**config.mk**
```make
export PLATFORM = sky130hd
export DESIGN_NAME = key_sorter_unit
export DESIGN_NICKNAME = d
export VERILOG_FILES = /design/src/hdl/ks_pkg.sv /design/src/hdl/key_sorter_unit.sv /design/src/hdl/ks_engine.sv
export VERILOG_INCLUDE_DIRS = /design/src /design/src/hdl
export SDC_FILE = /design/constraint.sdc
export NUM_CORES = 2
export LEC_CHECK = 0
export ABC_AREA = 1
export BUFFER_PORTS_ARGS = -buffer_cell sky130_fd_sc_hd__buf_2
export CORE_MARGIN = 5
export CORE_UTILIZATION = 35
export CTS_CLUSTER_SIZE = 10
export DETAILED_ROUTE_END_ITERATION = 10
export SETUP_SLACK_MARGIN = 0.5
export SYNTH_ARGS = -nofsm -noshare
export SYNTH_HDL_FRONTEND = slang
export SYNTH_SLANG_ARGS = --single-unit
```
**constraint.sdc**
```tcl
create_clock -name clk -period 3.9 [get_ports clk]
set_input_delay 0.195 -clock clk [delete_from_list [all_inputs] [get_ports clk]]
set_output_delay 0.195 -clock clk [all_outputs]
set_load 0.005 [all_outputs]
```
**src/hdl/assert_macros.svh**
```systemverilog
// Assertion macros for the RTL files (included by ks_engine).
// Define ASSERT_OFF to compile every check away.
`ifndef ASSERT_MACROS_SVH
`define ASSERT_MACROS_SVH

`ifndef ASSERT_OFF
// Property must hold at every clock edge outside reset.
`define ASSERT_CLK(lbl, clk, rst_n, prop) \
    lbl: assert property (@(posedge clk) disable iff (!rst_n) (prop)) \
        else $error("assertion failed");
// Condition must never be seen outside reset.
`define ASSERT_NEVER(lbl, clk, rst_n, cond) \
    lbl: assert property (@(posedge clk) disable iff (!rst_n) !(cond)) \
        else $error("forbidden condition seen");
`else
`define ASSERT_CLK(lbl, clk, rst_n, prop)
`define ASSERT_NEVER(lbl, clk, rst_n, cond)
`endif

`endif

```
**src/hdl/ks_pkg.sv**
```systemverilog
// ----------------------------------------------------------------------------
// ks_pkg
// Sizes and shared types of the key sorter.
// ----------------------------------------------------------------------------
package ks_pkg;

    localparam int CAPACITY  = 64;
    localparam int KEY_WIDTH = 32;
    localparam int ADDR_W    = (CAPACITY > 1) ? $clog2(CAPACITY) : 1;
    localparam int CNT_W     = $clog2(CAPACITY + 1);

    typedef logic signed [KEY_WIDTH-1:0] key_t;
    typedef logic [ADDR_W-1:0]           addr_t;
    typedef logic [CNT_W-1:0]            cnt_t;

    // One sorted result word handed from the engine to the output stage.
    typedef struct packed {
        key_t key;
        logic final_res;
        logic overflow;
    } res_word_t;

endpackage

```
**src/hdl/key_sorter_unit.sv**
```systemverilog
// ----------------------------------------------------------------------------
// key_sorter_unit
// Collects signed keys and emits them in ascending order at end of set.
// ----------------------------------------------------------------------------
// Keys arrive one word at a time; the word with last set closes the set, and
// the unit then returns every stored key in ascending order, duplicates kept,
// with final_res on the last one. Up to ks_pkg::CAPACITY keys are held in a
// single-port-write, single-port-read RAM kept sorted by in-place insertion;
// keys arriving while the store is full are dropped and overflow is raised on
// every result of that set. Input: a key taken into an empty or full store
// is stored or dropped straight from idle; otherwise input stalls while each
// stored key greater than it moves up one place, one RAM read-compare-write
// per moved entry, and the new key is then written. Output: each result is a
// RAM read, then it is presented until taken downstream; the next set's first
// key is taken after the final result leaves the engine. No clearing pass is needed after reset.
// ----------------------------------------------------------------------------
module key_sorter_unit
(
    input  logic                 clk,
    input  logic                 rst_n,
    input  logic                 in_valid,
    output logic                 in_stall,
    input  ks_pkg::key_t         key,
    input  logic                 last,
    output logic                 out_valid,
    input  logic                 out_stall,
    output ks_pkg::key_t         sorted_key,
    output logic                 final_res,
    output logic                 overflow
);

    logic              res_valid;
    logic              res_stall;
    ks_pkg::res_word_t res_word;

    logic              out_valid_reg;
    ks_pkg::res_word_t out_word_reg;

    ks_engine u_engine
    (
        .clk       (clk),
        .rst_n     (rst_n),
        .in_valid  (in_valid),
        .in_stall  (in_stall),
        .key       (key),
        .last      (last),
        .res_valid (res_valid),
        .res_stall (res_stall),
        .res_word  (res_word)
    );

    // Output register is free when empty or being drained this cycle.
    assign res_stall = out_valid_reg && out_stall;

    always_ff @(posedge clk or negedge rst_n)
    begin
        if (!rst_n)
            out_valid_reg <= 1'b0;
        else if (res_valid && !res_stall)
            out_valid_reg <= 1'b1;
        else if (!out_stall)
            out_valid_reg <= 1'b0;
    end

    always_ff @(posedge clk)
    begin
        if (res_valid && !res_stall)
            out_word_reg <= res_word;
    end

    assign out_valid  = out_valid_reg;
    assign sorted_key = out_word_reg.key;
    assign final_res  = out_word_reg.final_res;
    assign overflow   = out_word_reg.overflow;

endmodule

```
**src/hdl/ks_engine.sv**
```systemverilog
// ----------------------------------------------------------------------------
// ks_engine
// Key store and its sequencer: insertion sort in place on a synchronous RAM,
// then an in-order read-out of the stored keys.
// ----------------------------------------------------------------------------
`include "assert_macros.svh"

module ks_engine
(
    input  logic                  clk,
    input  logic                  rst_n,
    input  logic                  in_valid,
    output logic                  in_stall,
    input  ks_pkg::key_t          key,
    input  logic                  last,
    output logic                  res_valid,
    input  logic                  res_stall,
    output ks_pkg::res_word_t     res_word
);

    typedef enum logic [2:0] {
        ST_IDLE,
        ST_SHIFT,
        ST_PLACE,
        ST_EMIT_RD,
        ST_EMIT_WAIT
    } state_t;

    localparam ks_pkg::cnt_t CAP_CNT = ks_pkg::cnt_t'(ks_pkg::CAPACITY);

    // Key store: one write port, one read port, registered read data.
    ks_pkg::key_t  mem [ks_pkg::CAPACITY];
    ks_pkg::key_t  rd_data_reg;

    state_t        state_reg, state_next;
    ks_pkg::key_t  key_reg, key_next;
    logic          last_reg, last_next;
    ks_pkg::cnt_t  count_reg, count_next;
    logic          dropped_reg, dropped_next;
    ks_pkg::addr_t pos_reg, pos_next;
    ks_pkg::addr_t idx_reg, idx_next;

    logic          wr_en;
    ks_pkg::addr_t wr_addr;
    ks_pkg::key_t  wr_data;
    logic          rd_en;
    ks_pkg::addr_t rd_addr;
    logic          is_final;
    logic          res_take;

    assign is_final = ({1'b0, idx_reg} == ks_pkg::cnt_t'(count_reg - 1'b1));
    assign res_valid = (state_reg == ST_EMIT_WAIT);
    assign res_take  = res_valid && !res_stall;
    assign in_stall  = (state_reg != ST_IDLE);

    assign res_word.key       = rd_data_reg;
    assign res_word.final_res = is_final;
    assign res_word.overflow  = dropped_reg;

    always_comb
    begin
        state_next   = state_reg;
        key_next     = key_reg;
        last_next    = last_reg;
        count_next   = count_reg;
        dropped_next = dropped_reg;
        pos_next     = pos_reg;
        idx_next     = idx_reg;
        wr_en        = 1'b0;
        wr_addr      = pos_reg;
        wr_data      = key_reg;
        rd_en        = 1'b0;
        rd_addr      = idx_reg;

        case (state_reg)
            ST_IDLE:
            begin
                if (in_valid)
                begin
                    key_next  = key;
                    last_next = last;
                    idx_next  = '0;
                    if (count_reg == CAP_CNT)
                    begin
                        // Full: drop the key, still close the set on last.
                        dropped_next = 1'b1;
                        if (last)
                            state_next = ST_EMIT_RD;
                    end
                    else if (count_reg == '0)
                    begin
                        wr_en      = 1'b1;
                        wr_addr    = '0;
                        wr_data    = key;
                        count_next = ks_pkg::cnt_t'(1);
                        if (last)
                            state_next = ST_EMIT_RD;
                    end
                    else
                    begin
                        pos_next   = count_reg[ks_pkg::ADDR_W-1:0];
                        rd_en      = 1'b1;
                        rd_addr    = ks_pkg::addr_t'(count_reg[ks_pkg::ADDR_W-1:0] - 1'b1);
                        state_next = ST_SHIFT;
                    end
                end
            end

            ST_SHIFT:
            begin
                // rd_data_reg holds the entry just below pos_reg.
                if (rd_data_reg > key_reg)
                begin
                    wr_en    = 1'b1;
                    wr_addr  = pos_reg;
                    wr_data  = rd_data_reg;
                    pos_next = ks_pkg::addr_t'(pos_reg - 1'b1);
                    if (pos_reg == ks_pkg::addr_t'(1))
                        state_next = ST_PLACE;
                    else
                    begin
                        rd_en   = 1'b1;
                        rd_addr = ks_pkg::addr_t'(pos_reg - ks_pkg::addr_t'(2));
                    end
                end
                else
                begin
                    wr_en      = 1'b1;
                    wr_addr    = pos_reg;
                    wr_data    = key_reg;
                    count_next = ks_pkg::cnt_t'(count_reg + 1'b1);
                    state_next = last_reg ? ST_EMIT_RD : ST_IDLE;
                end
            end

            ST_PLACE:
            begin
                wr_en      = 1'b1;
                wr_addr    = '0;
                wr_data    = key_reg;
                count_next = ks_pkg::cnt_t'(count_reg + 1'b1);
                state_next = last_reg ? ST_EMIT_RD : ST_IDLE;
            end

            ST_EMIT_RD:
            begin
                rd_en      = 1'b1;
                rd_addr    = idx_reg;
                state_next = ST_EMIT_WAIT;
            end

            ST_EMIT_WAIT:
            begin
                if (res_take)
                begin
                    if (is_final)
                    begin
                        count_next   = '0;
                        dropped_next = 1'b0;
                        state_next   = ST_IDLE;
                    end
                    else
                    begin
                        idx_next   = ks_pkg::addr_t'(idx_reg + 1'b1);
                        state_next = ST_EMIT_RD;
                    end
                end
            end

            default:
            begin
                state_next = ST_IDLE;
            end
        endcase
    end

    always_ff @(posedge clk)
    begin
        if (wr_en)
            mem[wr_addr] <= wr_data;
        if (rd_en)
            rd_data_reg <= mem[rd_addr];
    end

    always_ff @(posedge clk or negedge rst_n)
    begin
        if (!rst_n)
        begin
            state_reg   <= ST_IDLE;
            count_reg   <= '0;
            dropped_reg <= 1'b0;
        end
        else
        begin
            state_reg   <= state_next;
            count_reg   <= count_next;
            dropped_reg <= dropped_next;
        end
    end

    always_ff @(posedge clk)
    begin
        key_reg  <= key_next;
        last_reg <= last_next;
        pos_reg  <= pos_next;
        idx_reg  <= idx_next;
    end

    `ASSERT_NEVER(a_count_range, clk, rst_n, count_reg > CAP_CNT)
    `ASSERT_CLK(a_drop_only_full, clk, rst_n, !dropped_reg || (count_reg == CAP_CNT))
    `ASSERT_CLK(a_shift_pos, clk, rst_n,
        (state_reg != ST_SHIFT) || ((pos_reg != '0) && ({1'b0, pos_reg} <= count_reg)))
    `ASSERT_CLK(a_set_closes, clk, rst_n,
        (res_take && is_final) |=> ((count_reg == '0) && !dropped_reg))

endmodule

```
==> flow_summary.yaml <==
clock_tree:
  htreeDepth: 4
  cts-root-buf: "clkbuf_16"
  cts_tree: "done"
  clock_sinks: 2171
  cts_buffer_depth: 3
  clk_pin_slew_ns: 0.06
  clkLatencyLatePin_ns: 0.87
  cts_buffers: 240
route:
  avgRoutedWirePerCell_um: 25.0
  num_vias: 70500
  avgViaCountPerCell: 5.39
  drc: 0
  drt-total-wl_um: 326000
  drt-initial-drc-count: 8188
  firstDrtPassIters: 6
  postRouteAntennaNets: 0
placement:
  post-dp-hpwl_um: 194000
  globalplace.congestion: 0.900
  placed_area_um2: 108000
  portBuffers: 72
run:
  maxCapViolCount: 0
sta:
  max_freq_mhz: 247
  drv_slew: 0
  min_period_ns: 4.05
  tightest_slew_ns: 0.730
  rsz0062_at_grt: "yes"
  finalClockSkew_ns: 0.0303
  slew_headroom_pct: 51.2
  setup_ws_ns: -0.147
  hold_viol_final: 0
  finalCritPeriodShare_pct: 104
  setup_viol: 32
synthesis:
  synth_area_um2: 95400
  synth-edff-count: 2159
  synth_cell_type_count: 41
  synth_seq_cells: 2171
  synth_nets: 8653
  ys_seq_area_share_pct: 68.3
  async_flop_share_pct: 0.553
  syn_avg_cell_area_um2: 11.1
  syn_inst: 8577
  yosysTopAreaCellShare_pct: 68.0
  yosysTopAreaCell: "edfxtp_1"
  ys.warnings.count: 0
  synth.area.top_cells: "edfxtp_1, nand3_1, nand2_1"
  synth_ff_type: "edfxtp_1"
die:
  die_area_um2: 283000
  die_x_um: 532
  initial_core_util_pct: 35.2
  io-pin-count: 73
  core_um2: 271000
  fp.dieH_um: 532
  num_rows: 191
cells_and_area:
  fin_area_um2: 121000
  nFillCells: 24300
  drive_gt1_share_pct: 19.4
  syn2layout_area_growth_pct: 26.9
  final_common_cell: "edfxtp_1"
  largest_register: "u_engine.mem"
  largest_reg_flops: 2048
  fin_nets: 9505
  final_cell_mix: "edfxtp_1, nand2_1, nand3_1, inv_1, nand3b_1"
setup_path:
  critPathLaunchType: "flop"
  required_ns: 4.51
  rrSetupSlack_ns: -0.15
  worstReg2RegStart: "u_engine.rd_data_reg[19]"
  max_stage_delay_ns: 0.38
  cp_slowest_cell: "edfxtp_1"
  cp_max_fo: 13
  crit_top_cell: "nand3_1"
  ff2ff_path_depth: 25
  endpoint_kind: "flop"
  rr_endpoint: "u_engine.rd_data_reg[14]"
  path_class: "flop to flop"
  worstPathArrival_ns: 4.65
hold_path:
  min-delay-start: "key[30]"
  hold_path_depth: 2
  hold_path.class: "primary input to flop"
  hold_path_end: "u_engine.key_reg[30]"
global_routing:
  grt_pass1_wl_um: 469000
  grt_pass1_vias: 67800
  overflow: 0
  antenna_found_initial: 3
  grt_max_degree: 65
  grt_usage_pct: 22.2
run_status:
  violations: "setup timing"
  outcome: "complete, but fails checks"
==> cell usage after synthesis (2+ instances only) <==
library cell / n
inv_1: 1086
clkbuf_1: 59
nor3b_1: 2
o211ai_1: 37
o21ai_0: 64
inv_2: 10
nand4_1: 8
edfxtp_1: 2159
nand2_4: 3
dfrtp_1: 12
a21oi_1: 57
o221ai_1: 2
nand2_1: 1878
nor4_1: 3
nor2_1: 106
xor2_1: 10
nor3_1: 10
ha_1: 39
nor2_4: 3
nand3_1: 1907
o21ai_1: 2
buf_4: 25
nor2_2: 5
buf_2: 418
buf_1: 32
o21a_1: 5
clkinv_1: 2
buf_6: 4
nand3b_1: 615
a31oi_1: 3
==> worst max-delay path: cells and delay by family (launching register included) <==
family | cells | cell delay (ns)
adder cells (fa/ha/maj) | 1 | 0.27
buffers and inverters | 8 | 1.38
flip-flops | 1 | 0.38
AND/OR/NAND/NOR | 16 | 1.72
==> final cells by class <==
class / count / area (um2) / share of cell area [%]
timing repair buffer: 1147 / 14400 / 11.9
sequential: 2171 / 65100 / 53.8
antenna: 5 / 12.5 / 0.0103
clock buffer: 286 / 6270 / 5.18
clock inverter: 18 / 223 / 0.184
multi-input combinational: 4771 / 26400 / 21.8
inverter: 1098 / 4170 / 3.44
tap: 3570 / 4470 / 3.69
==> repair_timing <==
action	CTS	global route
gates resized for setup	499	226
gates cloned	47	7
pin swaps	79	66
endpoints found under the setup margin	3582	3441
setup buffers	81	27
hold buffers	38	0
hold endpoints to repair	91	0
==> per-stage QoR <==
stage | std cells | hold WS [ns] | util [%] | setup slack (ns) | TNS [ns]
after floorplan | 8577 | -0.101 | - | -0.200 | -506.11
after global placement | 12600 | 0.0864 | 39.9 | -1.19 | -23.40
after detailed placement | 12600 | 0.0938 | 39.9 | -1.12 | -21.61
after CTS | 13000 | 0.0113 | 44.2 | -0.0856 | -1.02
after global routing | 13100 | 0.0507 | 44.7 | -0.292 | -7.52
final | 13100 | 0.0717 | 44.7 | -0.147 | -2.33
==> worst max-delay path by stage <==
stage / from / depth (start not counted) / endpoint / slack, ns
final: u_engine.rd_data_reg[19] / 25 / u_engine.rd_data_reg[14] / -0.15
after global routing: u_engine.rd_data_reg[23] / 26 / u_engine.rd_data_reg[30] / -0.29
after CTS: u_engine.rd_data_reg[23] / 26 / u_engine.rd_data_reg[1] / -0.09
after detailed placement: u_engine.rd_data_reg[7] / 25 / u_engine.rd_data_reg[20] / -1.12
after global placement: u_engine.rd_data_reg[7] / 25 / u_engine.rd_data_reg[20] / -1.19
after floorplan: u_engine.rd_data_reg[23] / 14 / u_engine.mem[0][11] / -0.20
==> per-layer routing <==
layer | part of all wire, % | track usage (%)
met5 | 0 | 0
met4 | 5.2 | 10.2
met3 | 10 | 4.36
met2 | 46 | 35.3
met1 | 39 | 29.5
==> cell families after synthesis <==
family | synth area share (%)
compound gates | 1.08
xor+xnor | 0.101
fa+ha+maj | 0.511
buf+inv | 7.11
flops | 68.3
mux | 0.0118
simple gates | 22.9
Power is not shown: default switching activity piles up to over one toggle a cycle in this logic, so the estimate is an artifact.
